$ cat src/rtl/sdspi_pkg.sv
`default_nettype none
package sdspi_pkg;

  localparam int BLOCK_BYTES      = 512;
  localparam int RESPONSE_POLLS   = 255;
  localparam int IDLE_CLOCK_BYTES = 20;

  localparam int BYTE_CNT_W = 10;
  localparam int POLL_CNT_W = 19;
  localparam int TICK_CNT_W = 22;
  localparam logic [TICK_CNT_W-1:0] TICK_MAX = '1;

  // request codes
  localparam logic [2:0] REQ_INIT  = 3'd0;
  localparam logic [2:0] REQ_READ  = 3'd1;
  localparam logic [2:0] REQ_WRITE = 3'd2;
  localparam logic [2:0] REQ_BYTE  = 3'd3;
  localparam logic [2:0] REQ_WDATA = 3'd4;
  localparam logic [2:0] REQ_TICK  = 3'd5;

  // command indexes
  localparam logic [5:0] CMD_GO_IDLE  = 6'h00;
  localparam logic [5:0] CMD_SEND_OP  = 6'h01;
  localparam logic [5:0] CMD_IF_COND  = 6'h08;
  localparam logic [5:0] CMD_STATUS   = 6'h0D;
  localparam logic [5:0] CMD_RD_BLOCK = 6'h11;
  localparam logic [5:0] CMD_WR_BLOCK = 6'h18;

  localparam logic [7:0] CMD_START_BITS = 8'h40;
  localparam logic [7:0] CRC_CMD0       = 8'h95;
  localparam logic [7:0] CRC_CMD8       = 8'h87;
  localparam logic [7:0] DATA_TOKEN     = 8'hFE;
  localparam logic [7:0] IDLE_BYTE      = 8'hFF;
  localparam logic [7:0] R1_IDLE        = 8'h01;
  localparam logic [7:0] R1_READY       = 8'h00;
  localparam logic [4:0] DRESP_MASK     = 5'h1F;
  localparam logic [4:0] DRESP_ACCEPTED = 5'h05;

  // error codes
  localparam logic [3:0] ERR_NONE         = 4'd0;
  localparam logic [3:0] ERR_NO_IDLE      = 4'd1;
  localparam logic [3:0] ERR_NO_READY     = 4'd2;
  localparam logic [3:0] ERR_READ_CMD     = 4'd3;
  localparam logic [3:0] ERR_START_TMO    = 4'd4;
  localparam logic [3:0] ERR_BAD_TOKEN    = 4'd5;
  localparam logic [3:0] ERR_WRITE_CMD    = 4'd6;
  localparam logic [3:0] ERR_DATA_REJECT  = 4'd7;
  localparam logic [3:0] ERR_PROGRAM_TMO  = 4'd8;
  localparam logic [3:0] ERR_STATUS       = 4'd9;

  // configuration register indexes
  localparam logic [2:0] CFG_HIGH_CAP     = 3'd0;
  localparam logic [2:0] CFG_CMD_BUSY     = 3'd1;
  localparam logic [2:0] CFG_WRITE_BUSY   = 3'd2;
  localparam logic [2:0] CFG_START_POLL   = 3'd3;
  localparam logic [2:0] CFG_IDLE_RETRY   = 3'd4;
  localparam logic [2:0] CFG_READY_RETRY  = 3'd5;

  typedef enum logic [14:0] {
    PH_IDLE   = 15'b000000000000001,
    PH_CLOCK  = 15'b000000000000010,
    PH_BUSY   = 15'b000000000000100,
    PH_SEND   = 15'b000000000001000,
    PH_RESP   = 15'b000000000010000,
    PH_START  = 15'b000000000100000,
    PH_READ   = 15'b000000001000000,
    PH_RCRC   = 15'b000000010000000,
    PH_WTOKEN = 15'b000000100000000,
    PH_WNEED  = 15'b000001000000000,
    PH_WDATA  = 15'b000010000000000,
    PH_WCRC   = 15'b000100000000000,
    PH_WRESP  = 15'b001000000000000,
    PH_WBUSY  = 15'b010000000000000,
    PH_STAT2  = 15'b100000000000000
  } phase_t;

  typedef struct packed {
    logic                  high_capacity;
    logic [TICK_CNT_W-1:0] cmd_busy_limit;
    logic [15:0]           write_busy_limit;
    logic [POLL_CNT_W-1:0] start_poll_limit;
    logic [7:0]            idle_retries;
    logic [7:0]            ready_retries;
  } cfg_t;

  typedef struct packed {
    logic       tx_valid;
    logic [7:0] tx_byte;
    logic       cs_active;
    logic       rd_valid;
    logic [7:0] rd_byte;
    logic       wr_need;
    logic       done_res;
    logic       success;
    logic [3:0] err_code;
    logic       busy_res;
  } res_t;

endpackage
`default_nettype wire

$ cat src/rtl/sdspi_seq.sv
`default_nettype none
module sdspi_seq
  import sdspi_pkg::*;
(
  input  wire logic        clk,
  input  wire logic        rst_n,
  input  wire logic        accept,
  input  wire logic [2:0]  req_type,
  input  wire logic [31:0] block_addr,
  input  wire logic [7:0]  rx_byte,
  input  wire logic [7:0]  wr_byte,
  input  wire cfg_t        cfg,
  output res_t             res
);

  phase_t                phase_r, phase_nxt;
  logic [BYTE_CNT_W-1:0] byte_cnt_r, byte_cnt_nxt;
  logic [7:0]            retry_cnt_r, retry_cnt_nxt;
  logic [POLL_CNT_W-1:0] poll_cnt_r, poll_cnt_nxt;
  logic [TICK_CNT_W-1:0] tick_cnt_r, tick_cnt_nxt;
  logic [31:0]           cmd_addr_r, cmd_addr_nxt;
  logic [5:0]            cmd_index_r, cmd_index_nxt;

  logic        do_start;
  logic [5:0]  start_idx;
  logic [31:0] start_arg;
  logic        fin;
  logic        fin_ok;
  logic [3:0]  fin_err;
  logic [31:0] blk_arg;
  logic [7:0]  frame;

  assign blk_arg = cfg.high_capacity ? block_addr : {block_addr[22:0], 9'd0};

  // next command frame byte, selected by the byte about to go out
  always_comb begin
    frame = IDLE_BYTE;
    case (byte_cnt_nxt)
      10'd0: frame = CMD_START_BITS | {2'b00, cmd_index_r};
      10'd1: frame = cmd_addr_r[31:24];
      10'd2: frame = cmd_addr_r[23:16];
      10'd3: frame = cmd_addr_r[15:8];
      10'd4: frame = cmd_addr_r[7:0];
      default: begin
        if (cmd_index_r == CMD_GO_IDLE) frame = CRC_CMD0;
        else if (cmd_index_r == CMD_IF_COND) frame = CRC_CMD8;
        else frame = IDLE_BYTE;
      end
    endcase
  end

  always_comb begin
    phase_nxt     = phase_r;
    byte_cnt_nxt  = byte_cnt_r;
    retry_cnt_nxt = retry_cnt_r;
    poll_cnt_nxt  = poll_cnt_r;
    tick_cnt_nxt  = tick_cnt_r;
    cmd_addr_nxt  = cmd_addr_r;
    cmd_index_nxt = cmd_index_r;
    res           = '0;
    do_start      = 1'b0;
    start_idx     = CMD_GO_IDLE;
    start_arg     = '0;
    fin           = 1'b0;
    fin_ok        = 1'b0;
    fin_err       = ERR_NONE;

    case (req_type)
      REQ_INIT: begin
        if (phase_r == PH_IDLE) begin
          phase_nxt    = PH_CLOCK;
          byte_cnt_nxt = '0;
          res.tx_valid = 1'b1;
          res.tx_byte  = IDLE_BYTE;
        end
      end
      REQ_READ: begin
        if (phase_r == PH_IDLE) begin
          do_start  = 1'b1;
          start_idx = CMD_RD_BLOCK;
          start_arg = blk_arg;
        end
      end
      REQ_WRITE: begin
        if (phase_r == PH_IDLE) begin
          do_start  = 1'b1;
          start_idx = CMD_WR_BLOCK;
          start_arg = blk_arg;
        end
      end
      REQ_BYTE: begin
        unique case (phase_r)
          PH_CLOCK: begin
            if ({1'b0, byte_cnt_r} + 11'd1 >= 11'(IDLE_CLOCK_BYTES)) begin
              retry_cnt_nxt = '0;
              do_start      = 1'b1;
              start_idx     = CMD_GO_IDLE;
            end else begin
              byte_cnt_nxt = byte_cnt_r + 1'b1;
              res.tx_valid = 1'b1;
              res.tx_byte  = IDLE_BYTE;
            end
          end
          PH_BUSY: begin
            res.tx_valid = 1'b1;
            if (rx_byte == IDLE_BYTE || tick_cnt_r > cfg.cmd_busy_limit) begin
              phase_nxt    = PH_SEND;
              byte_cnt_nxt = '0;
              res.tx_byte  = frame;
            end else begin
              res.tx_byte = IDLE_BYTE;
            end
          end
          PH_SEND: begin
            res.tx_valid = 1'b1;
            if (byte_cnt_r >= 10'd5) begin
              phase_nxt    = PH_RESP;
              poll_cnt_nxt = '0;
              res.tx_byte  = IDLE_BYTE;
            end else begin
              byte_cnt_nxt = byte_cnt_r + 1'b1;
              res.tx_byte  = frame;
            end
          end
          PH_RESP: begin
            if (rx_byte[7] && poll_cnt_r < POLL_CNT_W'(RESPONSE_POLLS)) begin
              poll_cnt_nxt = poll_cnt_r + 1'b1;
              res.tx_valid = 1'b1;
              res.tx_byte  = IDLE_BYTE;
            end else begin
              case (cmd_index_r)
                CMD_GO_IDLE: begin
                  if (rx_byte == R1_IDLE) begin
                    retry_cnt_nxt = '0;
                    do_start      = 1'b1;
                    start_idx     = CMD_SEND_OP;
                  end else if ({1'b0, retry_cnt_r} + 9'd1 >= {1'b0, cfg.idle_retries}) begin
                    fin     = 1'b1;
                    fin_err = ERR_NO_IDLE;
                  end else begin
                    retry_cnt_nxt = retry_cnt_r + 1'b1;
                    do_start      = 1'b1;
                    start_idx     = CMD_GO_IDLE;
                  end
                end
                CMD_SEND_OP: begin
                  if (rx_byte == R1_READY) begin
                    fin    = 1'b1;
                    fin_ok = 1'b1;
                  end else if ({1'b0, retry_cnt_r} + 9'd1 >= {1'b0, cfg.ready_retries}) begin
                    fin     = 1'b1;
                    fin_err = ERR_NO_READY;
                  end else begin
                    retry_cnt_nxt = retry_cnt_r + 1'b1;
                    do_start      = 1'b1;
                    start_idx     = CMD_SEND_OP;
                  end
                end
                CMD_RD_BLOCK: begin
                  if (rx_byte != 8'h00) begin
                    fin     = 1'b1;
                    fin_err = ERR_READ_CMD;
                  end else begin
                    phase_nxt    = PH_START;
                    poll_cnt_nxt = '0;
                    res.tx_valid = 1'b1;
                    res.tx_byte  = IDLE_BYTE;
                  end
                end
                CMD_WR_BLOCK: begin
                  if (rx_byte != 8'h00) begin
                    fin     = 1'b1;
                    fin_err = ERR_WRITE_CMD;
                  end else begin
                    phase_nxt    = PH_WTOKEN;
                    res.tx_valid = 1'b1;
                    res.tx_byte  = DATA_TOKEN;
                  end
                end
                default: begin
                  if (rx_byte != 8'h00) begin
                    fin     = 1'b1;
                    fin_err = ERR_STATUS;
                  end else begin
                    phase_nxt    = PH_STAT2;
                    res.tx_valid = 1'b1;
                    res.tx_byte  = IDLE_BYTE;
                  end
                end
              endcase
            end
          end
          PH_START: begin
            if (rx_byte == IDLE_BYTE) begin
              if ({1'b0, poll_cnt_r} + 20'd1 >= {1'b0, cfg.start_poll_limit}) begin
                fin     = 1'b1;
                fin_err = ERR_START_TMO;
              end else begin
                poll_cnt_nxt = poll_cnt_r + 1'b1;
                res.tx_valid = 1'b1;
                res.tx_byte  = IDLE_BYTE;
              end
            end else if (rx_byte != DATA_TOKEN) begin
              fin     = 1'b1;
              fin_err = ERR_BAD_TOKEN;
            end else begin
              phase_nxt    = PH_READ;
              byte_cnt_nxt = '0;
              res.tx_valid = 1'b1;
              res.tx_byte  = IDLE_BYTE;
            end
          end
          PH_READ: begin
            res.rd_valid = 1'b1;
            res.rd_byte  = rx_byte;
            res.tx_valid = 1'b1;
            res.tx_byte  = IDLE_BYTE;
            if ({1'b0, byte_cnt_r} + 11'd1 >= 11'(BLOCK_BYTES)) begin
              phase_nxt    = PH_RCRC;
              byte_cnt_nxt = '0;
            end else begin
              byte_cnt_nxt = byte_cnt_r + 1'b1;
            end
          end
          PH_RCRC: begin
            if (byte_cnt_r >= 10'd1) begin
              fin    = 1'b1;
              fin_ok = 1'b1;
            end else begin
              byte_cnt_nxt = byte_cnt_r + 1'b1;
              res.tx_valid = 1'b1;
              res.tx_byte  = IDLE_BYTE;
            end
          end
          PH_WTOKEN: begin
            byte_cnt_nxt = '0;
            phase_nxt    = PH_WNEED;
            res.wr_need  = 1'b1;
          end
          PH_WDATA: begin
            if ({1'b0, byte_cnt_r} + 11'd1 >= 11'(BLOCK_BYTES)) begin
              phase_nxt    = PH_WCRC;
              byte_cnt_nxt = '0;
              res.tx_valid = 1'b1;
              res.tx_byte  = IDLE_BYTE;
            end else begin
              byte_cnt_nxt = byte_cnt_r + 1'b1;
              phase_nxt    = PH_WNEED;
              res.wr_need  = 1'b1;
            end
          end
          PH_WCRC: begin
            res.tx_valid = 1'b1;
            res.tx_byte  = IDLE_BYTE;
            if (byte_cnt_r >= 10'd1) phase_nxt = PH_WRESP;
            else byte_cnt_nxt = byte_cnt_r + 1'b1;
          end
          PH_WRESP: begin
            if ((rx_byte[4:0] & DRESP_MASK) != DRESP_ACCEPTED) begin
              fin     = 1'b1;
              fin_err = ERR_DATA_REJECT;
            end else begin
              phase_nxt    = PH_WBUSY;
              tick_cnt_nxt = '0;
              res.tx_valid = 1'b1;
              res.tx_byte  = IDLE_BYTE;
            end
          end
          PH_WBUSY: begin
            if (rx_byte == IDLE_BYTE) begin
              do_start  = 1'b1;
              start_idx = CMD_STATUS;
            end else if (tick_cnt_r > {6'd0, cfg.write_busy_limit}) begin
              fin     = 1'b1;
              fin_err = ERR_PROGRAM_TMO;
            end else begin
              res.tx_valid = 1'b1;
              res.tx_byte  = IDLE_BYTE;
            end
          end
          PH_STAT2: begin
            fin = 1'b1;
            if (rx_byte != 8'h00) fin_err = ERR_STATUS;
            else fin_ok = 1'b1;
          end
          default: ;
        endcase
      end
      REQ_WDATA: begin
        if (phase_r == PH_WNEED) begin
          phase_nxt    = PH_WDATA;
          res.tx_valid = 1'b1;
          res.tx_byte  = wr_byte;
        end
      end
      REQ_TICK: begin
        if (tick_cnt_r != TICK_MAX) tick_cnt_nxt = tick_cnt_r + 1'b1;
      end
      default: ;
    endcase

    // command launch: wait for not-busy first
    if (do_start) begin
      cmd_index_nxt = start_idx;
      cmd_addr_nxt  = start_arg;
      tick_cnt_nxt  = '0;
      phase_nxt     = PH_BUSY;
      res.tx_valid  = 1'b1;
      res.tx_byte   = IDLE_BYTE;
    end

    if (fin) begin
      phase_nxt    = PH_IDLE;
      res.done_res = 1'b1;
      res.success  = fin_ok;
      res.err_code = fin_err;
    end

    res.cs_active = (phase_nxt != PH_IDLE) && (phase_nxt != PH_CLOCK);
    res.busy_res  = (phase_nxt != PH_IDLE);
  end

  always_ff @(posedge clk) begin
    if (!rst_n) begin
      phase_r     <= PH_IDLE;
      byte_cnt_r  <= '0;
      retry_cnt_r <= '0;
      poll_cnt_r  <= '0;
      tick_cnt_r  <= '0;
      cmd_addr_r  <= '0;
      cmd_index_r <= '0;
    end else if (accept) begin
      phase_r     <= phase_nxt;
      byte_cnt_r  <= byte_cnt_nxt;
      retry_cnt_r <= retry_cnt_nxt;
      poll_cnt_r  <= poll_cnt_nxt;
      tick_cnt_r  <= tick_cnt_nxt;
      cmd_addr_r  <= cmd_addr_nxt;
      cmd_index_r <= cmd_index_nxt;
    end
  end

  // data phases never outrun the block size
  assert property (@(posedge clk) disable iff (!rst_n)
    (phase_r == PH_READ || phase_r == PH_WDATA || phase_r == PH_WNEED)
      |-> byte_cnt_r < BYTE_CNT_W'(BLOCK_BYTES))
    else $error("byte count past block size");

  assert property (@(posedge clk) disable iff (!rst_n)
    phase_r == PH_SEND |-> byte_cnt_r <= 10'd5)
    else $error("command frame overrun");

  assert property (@(posedge clk) disable iff (!rst_n)
    phase_r == PH_RESP |-> poll_cnt_r <= POLL_CNT_W'(RESPONSE_POLLS))
    else $error("response poll overrun");

  assert property (@(posedge clk) disable iff (!rst_n)
    (accept && req_type == REQ_TICK) |=> $stable(phase_r))
    else $error("tick changed phase");

endmodule
`default_nettype wire

$ cat src/rtl/sd_spi_block_controller_unit.sv
// an accepted input transaction's result is registered and appears on the out_ channel in the next cycle
// throughput: one transaction per cycle; the single result register drains while the
//   next transaction is taken, and in_stall follows out_stall only when it is full
// reset: synchronous active-low rst_n returns the sequencer to idle, clears all
//   counters and loads the configuration registers with their default values
`default_nettype none
module sd_spi_block_controller_unit
  import sdspi_pkg::*;
(
  input  wire logic        clk,
  input  wire logic        rst_n,
  input  wire logic        in_valid,
  output logic             in_stall,
  input  wire logic [2:0]  in_req_type,
  input  wire logic [31:0] in_block_addr,
  input  wire logic [7:0]  in_rx_byte,
  input  wire logic [7:0]  in_wr_byte,
  output logic             out_valid,
  input  wire logic        out_stall,
  output logic             out_tx_valid,
  output logic [7:0]       out_tx_byte,
  output logic             out_cs_active,
  output logic             out_rd_valid,
  output logic [7:0]       out_rd_byte,
  output logic             out_wr_need,
  output logic             out_done_res,
  output logic             out_success,
  output logic [3:0]       out_err_code,
  output logic             out_busy_res,
  input  wire logic        cfg_valid,
  output logic             cfg_ready,
  input  wire logic [2:0]  cfg_index,
  input  wire logic [21:0] cfg_data
);

  cfg_t cfg_r;
  res_t res;
  res_t out_r;
  logic out_valid_r;
  logic accept;

  assign in_stall  = out_valid_r & out_stall;
  assign accept    = in_valid & ~in_stall;
  assign cfg_ready = 1'b1;

  always_ff @(posedge clk) begin
    if (!rst_n) begin
      cfg_r.high_capacity    <= 1'b0;
      cfg_r.cmd_busy_limit   <= 22'd3000000;
      cfg_r.write_busy_limit <= 16'd600;
      cfg_r.start_poll_limit <= 19'd300000;
      cfg_r.idle_retries     <= 8'd10;
      cfg_r.ready_retries    <= 8'd100;
    end else if (cfg_valid && cfg_ready) begin
      unique case (cfg_index)
        CFG_HIGH_CAP:    cfg_r.high_capacity    <= cfg_data[0];
        CFG_CMD_BUSY:    cfg_r.cmd_busy_limit   <= cfg_data;
        CFG_WRITE_BUSY:  cfg_r.write_busy_limit <= cfg_data[15:0];
        CFG_START_POLL:  cfg_r.start_poll_limit <= cfg_data[18:0];
        CFG_IDLE_RETRY:  cfg_r.idle_retries     <= cfg_data[7:0];
        CFG_READY_RETRY: cfg_r.ready_retries    <= cfg_data[7:0];
        default: ;
      endcase
    end
  end

  sdspi_seq u_seq (
    .clk        (clk),
    .rst_n      (rst_n),
    .accept     (accept),
    .req_type   (in_req_type),
    .block_addr (in_block_addr),
    .rx_byte    (in_rx_byte),
    .wr_byte    (in_wr_byte),
    .cfg        (cfg_r),
    .res        (res)
  );

  always_ff @(posedge clk) begin
    if (!rst_n) begin
      out_valid_r <= 1'b0;
    end else if (accept) begin
      out_valid_r <= 1'b1;
    end else if (!out_stall) begin
      out_valid_r <= 1'b0;
    end
  end

  always_ff @(posedge clk) begin
    if (accept) begin
      out_r <= res;
    end
  end

  assign out_valid     = out_valid_r;
  assign out_tx_valid  = out_r.tx_valid;
  assign out_tx_byte   = out_r.tx_byte;
  assign out_cs_active = out_r.cs_active;
  assign out_rd_valid  = out_r.rd_valid;
  assign out_rd_byte   = out_r.rd_byte;
  assign out_wr_need   = out_r.wr_need;
  assign out_done_res  = out_r.done_res;
  assign out_success   = out_r.success;
  assign out_err_code  = out_r.err_code;
  assign out_busy_res  = out_r.busy_res;

  assert property (@(posedge clk) disable iff (!rst_n)
    (out_valid_r && out_done_res) |-> !out_busy_res)
    else $error("finished transaction still busy");

  assert property (@(posedge clk) disable iff (!rst_n)
    (out_valid_r && out_rd_valid) |-> out_tx_valid)
    else $error("read data without next exchange");

  // exchanges with chip select off only clock idle bytes
  assert property (@(posedge clk) disable iff (!rst_n)
    (out_valid_r && out_tx_valid && !out_cs_active) |-> out_tx_byte == IDLE_BYTE)
    else $error("non-idle byte with chip select off");

  assert property (@(posedge clk) disable iff (!rst_n)
    (out_valid_r && out_stall) |=> out_valid_r)
    else $error("stalled result dropped");

endmodule
`default_nettype wire

$ cat config.mk
export PLATFORM = sky130hd
export DESIGN_NAME = sd_spi_block_controller_unit
export DESIGN_NICKNAME = d
export VERILOG_FILES = /design/src/rtl/sdspi_pkg.sv /design/src/rtl/sdspi_seq.sv /design/src/rtl/sd_spi_block_controller_unit.sv
export SDC_FILE = /design/constraint.sdc
export NUM_CORES = 1
export LEC_CHECK = 0
export BUFFER_PORTS_ARGS = -buffer_cell sky130_fd_sc_hd__buf_2
export CAP_MARGIN = 5
export CORE_MARGIN = 2
export CORE_UTILIZATION = 35
export DETAILED_ROUTE_END_ITERATION = 8
export SLEW_MARGIN = 0
export SYNTH_ARGS = -nofsm -noshare
export SYNTH_HDL_FRONTEND = slang
export SYNTH_SLANG_ARGS = --single-unit
$ cat constraint.sdc
create_clock -name clk -period 4.5 [get_ports clk]
set_input_delay 0 -clock clk [delete_from_list [all_inputs] [get_ports clk]]
set_output_delay 0 -clock clk [all_outputs]
set_load 0.02 [all_outputs]
==> results.md, run 1 <==
- The flow ran to the end, but the final reports show violations.
- The final reports fail on DRC.
- The worst-case IR drop observed on VDD is around 0.27 mV.
- The worst path in the final design needs a cycle of 4220 ps, including I/O delays and setup.
- In this run the worst hold path is classified as in -> reg.
- Counting tap cells, the placed design contains a total of about 2300 instances.
- The detail-routed via count per cell is around 5.5.
- Routability-driven placement finished with a final weighted congestion of 0.948.
- TritonCTS built the clock tree.
- No sink is reached through more buffers than the 3 on the longest clock path.
- The pin count of the biggest net entering global routing is 101.
- In this run the remaining antenna-violating nets after routing total 0.
- Sequential elements use 32.7% of the synthesized area.
- In the synthesized netlist the dominant register cell turns out to be dfxtp_1.
- The number of antenna violations at the first check in global routing was 0.
- The transition time at the pin with the least slew margin is between 1000 and 1500 ps.
- The final number of hold-violating endpoints is 0.
- The worst slew margin relative to its limit is 24.8%.
- After filler insertion, the fill cell instance count of the layout stands at about 3900.
- STA classifies the critical path startpoint as a flop.
- In this run the tool buffered the top-level ports with around 110 buffer cells.
- In this run the clock root is driven by a clkbuf_16.
- The area of the die is 41000 um^2.
- The number of ports placed on the die boundary is 111.
- The routed wire length is between 40 and 50 mm.
- The via count of the first global-routing pass came to roughly 13000.
- The part of the total power dissipated in sequential elements is 40.1%.
- The number of vias after detailed routing is around 14000.
- For this run the aggregate overflow at the end of global routing stands at 0.
- Static timing analysis puts the maximum clock frequency at between 0.2 and 0.25 GHz.
- The endpoint required time on the critical path is around 4800 ps.
- The arrival time at the worst endpoint is between 4000 and 5000 ps.
- In this run the number of H-tree levels came out at 1.
- The async set-or-reset flop fraction in the synthesized netlist is 0%.
- The net count of the finished layout is a little over 2000.
- For this design, the sink count on the clock tree is 212.
- The final antenna diode count is 0.
- The setup slack after layout is approximately 280 ps.
- Global routing consumed, over all layers together, 21.3% of the routing resources.
- In this run the static leakage power is ~6.6 nW.
- The pre-antenna-repair detailed-routing pass consisted of 7 iterations.
- The power density over the cells is between 200 and 300 nW/um^2.
- STA classifies the critical path endpoint as a flop.
- Yosys printed 0 warnings.
- After floorplanning, the core was divided into 72 placement rows.
- The switching fraction of total power is between 20 and 30%.
- The non-filler instance count after layout is approximately 2500.
- The net switching component of the power is 0.00128 W.
- The clock latency at the later pin of the worst-skew pair is 570 ps.
- Clock tree synthesis inserted a total of 27 buffers.
- Synthesis produced a netlist with a net count of 1901.
- The worst setup path is of the reg -> reg kind.
- The width of the die is a little over 200 um.
- The first-pass GRT wire length is between 70 and 80 mm.
- The starting DRC count in detailed routing is between 1000 and 1500.
- For this run, design rule violations remaining after detail routing come to 1.
- After clock tree synthesis, the clock-pin slew on the worst setup and hold paths is approximately 60 ps.
- The HPWL after detailed placement is between 30 and 40 mm.
- The count of pins over their slew limit is 0.
- In this run, distinct cell masters in the synthesized netlist total 93.
- The overall die height is 203 um.
- The starting density of the core is a little over a third.
- The clock network is responsible for approximately 48% of the overall power.
- In this run, synthesis produced a sequential element count of 212.
- The share of cells above drive strength 1 is a little over an eighth.
- The total of max-cap violations is 0.
- Between clock sinks in the finished design, the worst skew comes to 15.3 ps.
- In the final routed layout, each cell accounts on average for around 18 um.
- Synthesis produced roughly 1700 cells.
- In this run the mean area of a mapped cell was 7.92 um^2.
- The proportion of power drawn by combinational gates is between 10% and 20%.
- The signed area change from the synthesized netlist to the final layout is 22.3%.
- The mapped cell area is approximately 14000 um^2.
- Before CTS, the worst setup slack after placement is ~29 ps.
- The area inside the core boundary is about 39000 um^2.
- The final number of setup-violating endpoints is 0.
- In this run, synthesis inferred 27 flip-flops with an integrated enable.
- The period utilization is 93.8%.
- Internal power comes to about 0.0037 W.
- Along the worst path, the maximum fanout reaches 7.
==> kinds of logic after synthesis <==
group	Yosys count	share of synthesized area, %
other cells	1	0.0272
compound gates	444	22.1
xor+xnor	32	2.03
fa+ha+maj	79	7.17
flops	212	32.7
buf+inv	198	5.88
simple gates	741	27.6
mux	34	2.49
==> metal layers <==
| layer | global-route usage (%) | wire length [um] |
|---|---|---|
| met1 | 27.8 | 20000 |
| met2 | 37.2 | 21700 |
| met3 | 2.58 | 2090 |
| met4 | 5.55 | 1130 |
| met5 | 0 | 0 |
==> registers in the layout, summed over array words and instances (netlist names) <==
| register | count |
|---|---|
| cfg_r | 74 |
| u_seq.cmd_addr_r | 32 |
| u_seq.tick_cnt_r | 22 |
| u_seq.poll_cnt_r | 19 |
| u_seq.phase_r | 15 |
| u_seq.byte_cnt_r | 10 |
| out_rd_byte | 8 |
| out_tx_byte | 8 |
| u_seq.retry_cnt_r | 8 |
| out_err_code | 4 |
| u_seq.cmd_index_r | 4 |
| out_busy_res | 1 |
| out_cs_active | 1 |
| out_done_res | 1 |
| out_rd_valid | 1 |
| out_success | 1 |
| out_tx_valid | 1 |
| out_valid | 1 |
| out_wr_need | 1 |
==> cells in the final DEF, fill, tap and decap left out, drive strengths merged, types with 35 or more instances in the layout <==
cell type,synthesis,routed
nor3,66,66
nor2,107,107
nand3,57,57
dlygate4sd3,0,90
o21ai,79,79
dfxtp,185,185
a21boi,101,101
nand2,257,257
clkbuf,79,35
ha,79,79
nand4,36,36
nor2b,41,41
buf,30,162
inv,88,91
a21oi,85,85
==> area by class of cell <==
class                           instances  area (um^2)  area share [%]
Clock inverter                         14          241            1.43
Timing Repair Buffer                  252         1870            11.1
Multi-Input combinational cell       1331         8520            50.5
Inverter                               89          334            1.98
Tap cell                              518          648            3.84
Clock buffer                           35          736            4.36
Sequential cell                       212         4520            26.8
==> Yosys cell counts (41+ instances only) <==
| cell | n | area share, % |
|---|---|---|
| a21boi_0 | 101 | 5.5 |
| a21oi_1 | 84 | 3.0 |
| clkbuf_1 | 78 | 2.1 |
| dfxtp_1 | 185 | 27 |
| ha_1 | 79 | 7.2 |
| inv_1 | 88 | 2.4 |
| nand2_1 | 257 | 7.0 |
| nand3_1 | 57 | 2.1 |
| nor2_1 | 106 | 2.9 |
| nor2b_1 | 41 | 1.9 |
| nor3_1 | 63 | 2.3 |
| o21ai_0 | 70 | 2.5 |
==> power by group through the flow <==
stage                     clock network (W)  registers [W]  logic, W
after detailed placement                  0        0.00205  0.000520
after CTS                           0.00244        0.00200  0.000585
after global placement                    0        0.00204  0.000518
after floorplan                           0        0.00205  0.000324
final                               0.00240        0.00200  0.000596
after global routing                0.00250        0.00201  0.000648
==> worst max-delay path, stage by stage, from the launching register on <==
cell and delay, ps:
dfxtp_1 400, ha_1 270, nand3_1 190, or3_4 420, nand2b_1 170, xnor2_1 160
ha_1 290, nand2_1 50, or2_2 310, nor3_1 170, o21ai_0 110, o31a_1 290
nand3_1 120, o2111ai_1 180, a31o_2 320, o21a_1 220, or3_1 300
==> per-stage QoR <==
step           power, W  hold WS, ps  utilization, %  instance area [um^2]  TNS [ps]
2_1_floorplan   0.00237          124               -                 13800         0
3_3_place_gp    0.00256          226            38.6                 14900         0
3_5_place_dp    0.00257          233            38.6                 14900         0
4_1_cts         0.00503         14.7            43.4                 16800         0
5_1_grt         0.00516         62.6            43.6                 16900    -0.317
6_report        0.00500         21.8            43.6                 16900         0
==> path summary, 6_finish.rpt <==
path | startpoint | to | slack, ps | depth (start not counted)
setup reg to reg | u_seq.poll_cnt_r[0] | out_tx_valid | 280 | 16
hold reg to reg | cfg_r[18] | cfg_r[18] | 460 | 2
hold / removal | rst_n | cfg_r[44] | 20 | 2
setup / recovery | u_seq.poll_cnt_r[0] | out_tx_valid | 280 | 16
==> repair_timing <==
action | CTS | global route
hold buffers | 90 | 0
setup endpoints to repair | 0 | 19
hold endpoints to repair | 125 | 0
setup buffers | 0 | 0
resized for setup | 0 | 11
(Power assumes the default switching activity.)
==> run 2: changes to the inputs <==
==> constraint.sdc (replaced) <==
create_clock -name clk -period 4.5 [get_ports clk]
set_input_delay 0.9 -clock clk [delete_from_list [all_inputs] [get_ports clk]]
set_output_delay 0.9 -clock clk [all_outputs]
set_load 0.02 [all_outputs]
==> run 2 against run 1 <==
Compared with the run above: the run now ends clean; clock power is 5% lower; count of clock-buffer cells in the layout is 1 higher; via count decreased by 3.4%; clock skew increased by 18 ps; critical endpoint unchanged; non-clock buffer count down 80; sequential share of layout area increased by 1.5 points; combinational power decreased by 11%; largest cell class unchanged.
==> results.md, run 2 (synthesis gave the netlist of run 1 again) <==
- The overall die height is 203 um (unchanged).
- The clock-pin transition on the worst setup and hold timing paths is 60 ps (about the same).
- The leakage dissipation is 6.23 nW (-5.3%).
- The maximum fanout along the worst path is 7 (unchanged).
- STA classifies the critical path startpoint as a flop.
- The worst slew margin relative to its limit is 24.6% (-0.15 points).
- The total of max-cap violations is 0 (unchanged).
- The post-route total power is 0.00482 W (-3.5%).
- The shortest clock period the worst path allows after layout is 4260 ps (+41.0 ps).
- The detail-routed via count per cell is 5.53 (about the same).
- The sum of met2 wire segment lengths after detailed routing is 20.8 mm (-4.4%).
- The number of vias after detailed routing is 13100 (-3.4%).
- The arrival time at the worst endpoint is 4550 ps (about the same).
- The met3 wire length is 2.16 mm (+3.6%).
- In this run the clock root is driven by a clkbuf_16.
- The worst clock skew on the final layout is 33.6 ps (+18.3 ps).
- The stage delay of the slowest cell on the critical path is 420 ps (about the same).
- The number of antenna violations at the first check in global routing is 0 (unchanged).
- The count of pins over their slew limit came to 0 (unchanged).
- The library cell used most frequently in the layout, excluding fill and tap cells, is nand2_1.
- The endpoint required time on the critical path is 4790 ps (-30 ps).
- The area of placed instances is 15000 um^2 (+0.50%).
- The TritonCTS sink count is 212 (unchanged).
- The share of cells above drive strength 1 came to 14.6% (+1.1 points).
- The area inside the core boundary came to 38700 um^2 (unchanged).
- The final antenna diode count came to 0 (unchanged).
- cfg_r holds more flip-flops than any other register.
- The remaining global-route overflow came to 0 (unchanged).
- The detailed-routing iteration count for the pre-antenna-repair pass came to 5 (-2).
- The global-route usage over all layers is 21.1% (-0.25 points).
- The maximum vdd ir drop came to 0.294 mV (+9.2%).
- In the layout the commonest cells are nand2_1 (257), dfxtp_1 (183), buf_2 (108), nor2_1 (104), a21boi_0 (101).
- The cell depth of the worst setup path is 16 (unchanged).
- The first-pass GRT wire length is 69.4 mm (-1.9%).
- The final number of hold-violating endpoints was 0 (unchanged).
- The final number of setup-violating endpoints was 0 (unchanged).
- The top metal layer carrying routed signals is met4.
- The path depth of the worst reg2reg path is 16 (unchanged).
- For this design, the slowest cell found on the critical path is or3_4.
- The run finished with clean final reports.
- The number of ports placed on the die boundary is 111 (unchanged).
- The final HPWL from detailed placement was 33.3 mm (+3.2%).
- The via count of the first global-routing pass is 12500 (-3.9%).
- In this run the critical register-to-register path is captured at out_tx_valid.
- The achievable frequency is 0.235 GHz (-0.96%).
- The utilization of the core after routing came to 41.3% (-2.3 points).
- The final net count is 1992 (-3.9%).
- The total number of H-tree levels is 1 (unchanged).
- The worst setup path is captured at a flop.
- The width of the die came to 203 um (unchanged).
- The worst register-to-register path begins at u_seq.poll_cnt_r[0].
- The wire length on met1 is 20.2 mm (+1.1%).
- The area growth from synthesis to layout is 15.9%.
- The pin count of the biggest net entering global routing was 73 (-28%).
- The routed wire length is 44.2 mm (-1.5%).
- The area of the die was 41000 um^2 (unchanged).
- The remaining routing DRC violations is 0 (-1).
- In this run the worst setup path begins at u_seq.poll_cnt_r[0].
- TritonCTS built the clock tree.
- The register-to-register path setup slack was 240 ps (-40 ps).
- The maximum buffer depth of the clock tree is 3 (unchanged).
- The clock latency at the later pin of the worst-skew pair was 570 ps (about the same).
- The CTS buffer count came to 26 (-3.7%).
- The per-cell routed wire length is 18.7 um (+1.9%).
- The number of buffers added to fix hold violations after cts is 0 (-100%).
- The number of routed nets with antenna violations is 0 (unchanged).
- The transition time at the pin with the least slew margin is 1120 ps (+2.28 ps).
- The post-CTS setup buffer count was 0 (unchanged).
- By startpoint and endpoint, the worst setup path is classified as reg -> reg.
- The count of placed standard cells including taps is 2322 (+0.43%).
- The final cell area excluding filler cells is 16000 um^2 (-5.2%).
- The buffer and inverter count on the worst path is 0 (unchanged).
- The flip-flop count of the largest register, all copies and words added was 74 (unchanged).
- The origin of the worst min-delay path is cfg_r[49].
- The starting DRC count in detailed routing is 831 (-27%).
- The post-cts gate resize count came to 0 (unchanged).
- The class of the tightest hold or removal check is reg -> reg.
- The starting density of the core came to 35.6% (unchanged).
- The largest registers in the layout are cfg_r (74), u_seq.cmd_addr_r (32), u_seq.tick_cnt_r (22).
- The final weighted congestion in routability-driven placement is 0.923 (-2.6%).
- The non-filler instance count after layout came to 2370 (-3.3%).
- The floorplan row count is 72 (unchanged).
- The critical path capture point is out_tx_valid.
- The cell seen most often among critical-path stages is nand3_1.
- The count of buffers from port buffering was 109 (unchanged).
- The power density over the cells is 302 nW/um^2 (+1.8%).
- The period utilization is 94.7% (+0.91 points).
- The critical path goes through ha_2 -> nand3_1 -> or3_4 -> nand2b_1 -> xnor2_1 -> ha_1 -> nand2_1 -> or2_2 -> nor3_1 -> o21ai_0 -> o31a_1 -> nand3_1 -> o2111ai_1 -> a31o_2 -> o21a_1 -> or3_1.
- On the critical path the largest part of the delay comes from simple AND/OR/NAND/NOR gates.
run 2: cell count changes in the layout (fill, tap and decap cells not counted), sizes merged:
cell         change
bufinv           -1
clkinv           +2
clkinvlp         -1
clkbuf           +1
inv              -2
buf             +10
dlygate4sd3     -90
run 2: how the worst min path moves through the flow:
stage	slack (ps)	cells after the start	end
finish	460	2	cfg_r[49]
global route	490	2	cfg_r[52]
CTS	470	2	cfg_r[55]
detailed placement	460	2	cfg_r[55]
global placement	450	2	cfg_r[3]
floorplan	440	2	u_seq.cmd_addr_r[8]
run 2: report_power, final:
part	internal, W	leakage (nW)	switching [W]
sequential	0.00197	1.77	0.0000397
combinational	0.000196	4.00	0.000335
clock	0.00141	0.452	0.000876
total	0.00357	6.23	0.00125
run 2: layout make-up:
type,instances,area [um^2]
Clock buffer,36,718
Clock inverter,12,216
Fill cell,4005,22700
Inverter,89,334
Multi-Input combinational cell,1331,8510
Sequential cell,212,4520
Tap cell,518,648
Timing Repair Buffer,172,1050
run 2: stage by stage:
step | setup WS (ps) | hold slack (ps) | TNS, ps
after CTS | 114 | 466 | 0
after floorplan | 551 | 437 | 0
after global placement | 279 | 451 | 0
final | 238 | 463 | 0
after global routing | -48.3 | 489 | -76.2
after detailed placement | 162 | 458 | 0
run 2: layer usage:
layer  track usage (%)  vias to the layer above
met5                 0                        -
met4              5.32                        0
met3              3.32                       71
met2              35.5                      312
met1              28.1                     6281
li1                  -                     6437
run 2: worst min-delay path: cells and delay by family, from the launching register on:
kind | cells | cell delay, ps
flops | 1 | 310
compound gates | 1 | 60
simple gates | 1 | 50
==> run 3: changes to the inputs <==
--- a/config.mk
+++ b/config.mk
@@ -10,6 +10,8 @@
 export CORE_MARGIN = 2
 export CORE_UTILIZATION = 35
 export DETAILED_ROUTE_END_ITERATION = 8
+export PLACE_DENSITY = 0.52
+export SETUP_SLACK_MARGIN = 0.02
 export SLEW_MARGIN = 0
 export SYNTH_ARGS = -nofsm -noshare
 export SYNTH_HDL_FRONTEND = slang
==> constraint.sdc (replaced) <==
create_clock -name clk -period 4.5 [get_ports clk]
set_input_delay 0.675 -clock clk [delete_from_list [all_inputs] [get_ports clk]]
set_output_delay 0.675 -clock clk [all_outputs]
set_load 0.02 [all_outputs]
==> run 3 against run 2 <==
Compared with the run above: via count about the same; clock power is 3% lower; critical path depth fell by 2; clock skew down 12 ps; sequential cell count did not move; cell area down 0.65%; worst setup slack better by 61 ps; fmax grew 1.4%; critical path type unchanged; largest power group unchanged.
==> results.md, run 3 (synthesis gave the netlist of run 1 again) <==
- The flow ran to the end, and the final reports show no timing, DRC or antenna violations.
- The total of max-cap violations is 0 (unchanged).
- The endpoint required time on the critical path is 4810 ps (+20 ps).
- The largest registers in the layout are cfg_r (74), u_seq.cmd_addr_r (32), u_seq.tick_cnt_r (22).
- The signed area change from the synthesized netlist to the final layout is 15.2%.
- The pin count of the biggest net entering global routing is 63 (-14%).
- The transition time at the pin with the least slew margin is 1170 ps (+46.4 ps).
- The count of placed standard cells including taps was 2312 (-0.43%).
- The global-route usage over all layers is 21.1% (about the same).
- Setup repair after global routing left no endpoint under its margin.
- The width of the die is 203 um (unchanged).
- The number of routed nets with antenna violations is 0 (unchanged).
- The area inside the core boundary is 38700 um^2 (unchanged).
- The number of buffers added to fix hold violations after cts is 0 (unchanged).
- The final setup TNS is 0 ps (unchanged).
- The starting density of the core is 35.6% (unchanged).
- The top register by number of flip-flops is cfg_r.
- The share of cells above drive strength 1 was 14.2% (-0.42 points).
- The clock latency at the later pin of the worst-skew pair is 570 ps (about the same).
- The arrival time at the worst endpoint is 4510 ps (-40 ps).
- The worst min-delay path endpoint is cfg_r[72].
- The remaining routing DRC violations came to 0 (unchanged).
- The startpoint-to-endpoint class of the critical path is reg -> reg.
- The worst hold path cell count is 3 (+1).
- The worst clock skew on the final layout is 22.1 ps (-11.6 ps).
- The final weighted congestion in routability-driven placement came to 0.918 (-0.58%).
- The maximum fanout along the worst path is 6 (-1).
- The library cells used most frequently in the layout, excluding fill and tap cells, are nand2_1 (257), dfxtp_1 (183), buf_2 (108), nor2_1 (105), a21boi_0 (101).
- The starting DRC count in detailed routing is 971 (+17%).
- The class of the tightest hold or removal check is in -> reg.
- The per-cell routed wire length is 18.7 um (+0.43%).
- The final net count is 1984 (-0.40%).
- The nature of the critical path endpoint is a flop.
- The number of antenna violations at the first check in global routing is 0 (unchanged).
- The final number of setup-violating endpoints is 0 (unchanged).
- The register-to-register path setup slack was 300 ps (+60 ps).
- The count of buffers from port buffering is 109 (unchanged).
- The via count of the first global-routing pass is 12200 (-2.1%).
- The count of pins over their slew limit is 0 (unchanged).
- The maximum buffer depth of the clock tree is 3 (unchanged).
- The area of the die is 41000 um^2 (unchanged).
- The clock-pin transition on the worst setup and hold timing paths came to 60 ps (about the same).
- The overall die height is 203 um (unchanged).
- The capturing point of the worst reg2reg path is out_busy_res.
- The startpoint of the worst register-to-register path is cfg_r[71].
- The routed wire length is 44.3 mm (about the same).
- The detailed-routing iteration count for the pre-antenna-repair pass is 5 (unchanged).
- The CTS buffer count came to 26 (unchanged).
- The clock tree root buffer cell is clkbuf_16.
- The achievable frequency came to 0.238 GHz (+1.4%).
- The detail-routed via count per cell is 5.55 (+0.42%).
- The TritonCTS clock tree is done.
- The non-filler instance count after layout is 2362 (-0.34%).
- The final antenna diode count is 0 (unchanged).
- The most common library cell in the layout ignoring fill and taps is nand2_1.
- The total number of H-tree levels is 1 (unchanged).
- The critical path launch point type is a flop.
- The number of ports placed on the die boundary is 111 (unchanged).
- The period utilization was 93.4% (-1.4 points).
- The final HPWL from detailed placement came to 33.0 mm (-0.91%).
- The origin of the worst min-delay path is cfg_data[21].
- The number of vias after detailed routing was 13100 (+0.076%).
- The first-pass GRT wire length is 69.3 mm (about the same).
- The floorplan row count was 72 (unchanged).
- The power density over the cells came to 299 nW/um^2 (-0.94%).
- The maximum vdd ir drop is 0.298 mV (+1.5%).
- The remaining global-route overflow came to 0 (unchanged).
- The final number of hold-violating endpoints was 0 (unchanged).
- The worst slew margin relative to its limit is 21.5% (-3.1 points).
- The TritonCTS sink count is 212 (unchanged).
- The flip-flop count of the largest register, all copies and words added came to 74 (unchanged).
- The shortest clock period the worst path allows after layout came to 4200 ps (-60.8 ps).
- The path depth of the worst reg2reg path is 14 (-2).
- The leakage dissipation is 6.18 nW (-0.78%).
## run 3: changes by cell type in the layout (fill, tap and decap cells not counted), moves of 2 or more
cell,before,now
clkbuf_1,7,5
clkbuf_8,3,5
clkinv_1,0,2
buf_4,62,54
bufinv_16,5,3
## run 3: layout make-up
cell class / instances / area [um^2]
fillers: 3996 / 22800
flip-flops and latches: 212 / 4520
well taps: 518 / 648
repair buffers: 164 / 986
clock buffers: 36 / 738
multi-input cells: 1331 / 8500
clock inverters: 12 / 165
inverters: 89 / 334
## run 3: metal layers
metal / up-vias / global-route usage, % / part of all wire, %
met4: 0 / 5.55 / 2.2
met1: 6303 / 28.5 / 46
li1: 6430 / - / -
met5: - / 0 / 0
met3: 64 / 2.95 / 4.5
met2: 314 / 35.2 / 47
## run 3: report_power, final
group	internal (W)	leakage [nW]	switching, W	total [W]
clock network	0.00132	0.443	0.000893	0.00222
logic	0.000193	3.96	0.000334	0.000527
registers	0.00197	1.77	0.0000370	0.00200
total	0.00348	6.18	0.00126	0.00475
## run 3: what timing repair did
item	in CTS	in global routing
setup buffers	0	2
endpoints found under the setup margin	0	37
resized for setup	0	7
## run 3: worst max-delay path by stage
stage	end	start	slack [ps]	depth (start not counted)
2_1_floorplan	out_tx_byte[5]	u_seq.poll_cnt_r[0]	550	18
3_3_place_gp	out_tx_byte[5]	u_seq.poll_cnt_r[0]	190	17
3_5_place_dp	out_tx_byte[5]	u_seq.poll_cnt_r[0]	90	17
4_1_cts	out_tx_byte[5]	u_seq.poll_cnt_r[2]	60	17
5_1_grt	out_tx_byte[5]	u_seq.byte_cnt_r[1]	30	13
6_report	out_busy_res	cfg_r[71]	300	14
## run 3: metrics by stage
stage	utilization [%]	setup slack, ps	hold WS (ps)	power, W	instance area (um^2)
2_1_floorplan	-	551	437	0.00237	13800
3_3_place_gp	38.6	188	452	0.00257	14900
3_5_place_dp	38.6	88.9	458	0.00257	14900
4_1_cts	40.9	61.7	295	0.00480	15800
5_1_grt	41.0	25.1	326	0.00492	15900
6_report	41.0	299	324	0.00475	15900
## run 3: worst max-delay path, stage by stage (launching register included)
cell and delay [ps]:
dfxtp_1 360, inv_1 90, ha_1 300, nand4_1 160, nor4_1 440, o311ai_1 170
a41oi_1 280, buf_4 210, nor3_1 110, or4_1 540, a21oi_1 280, o211ai_1 150
nor4_2 270, nand4b_1 150, a2111o_1 420
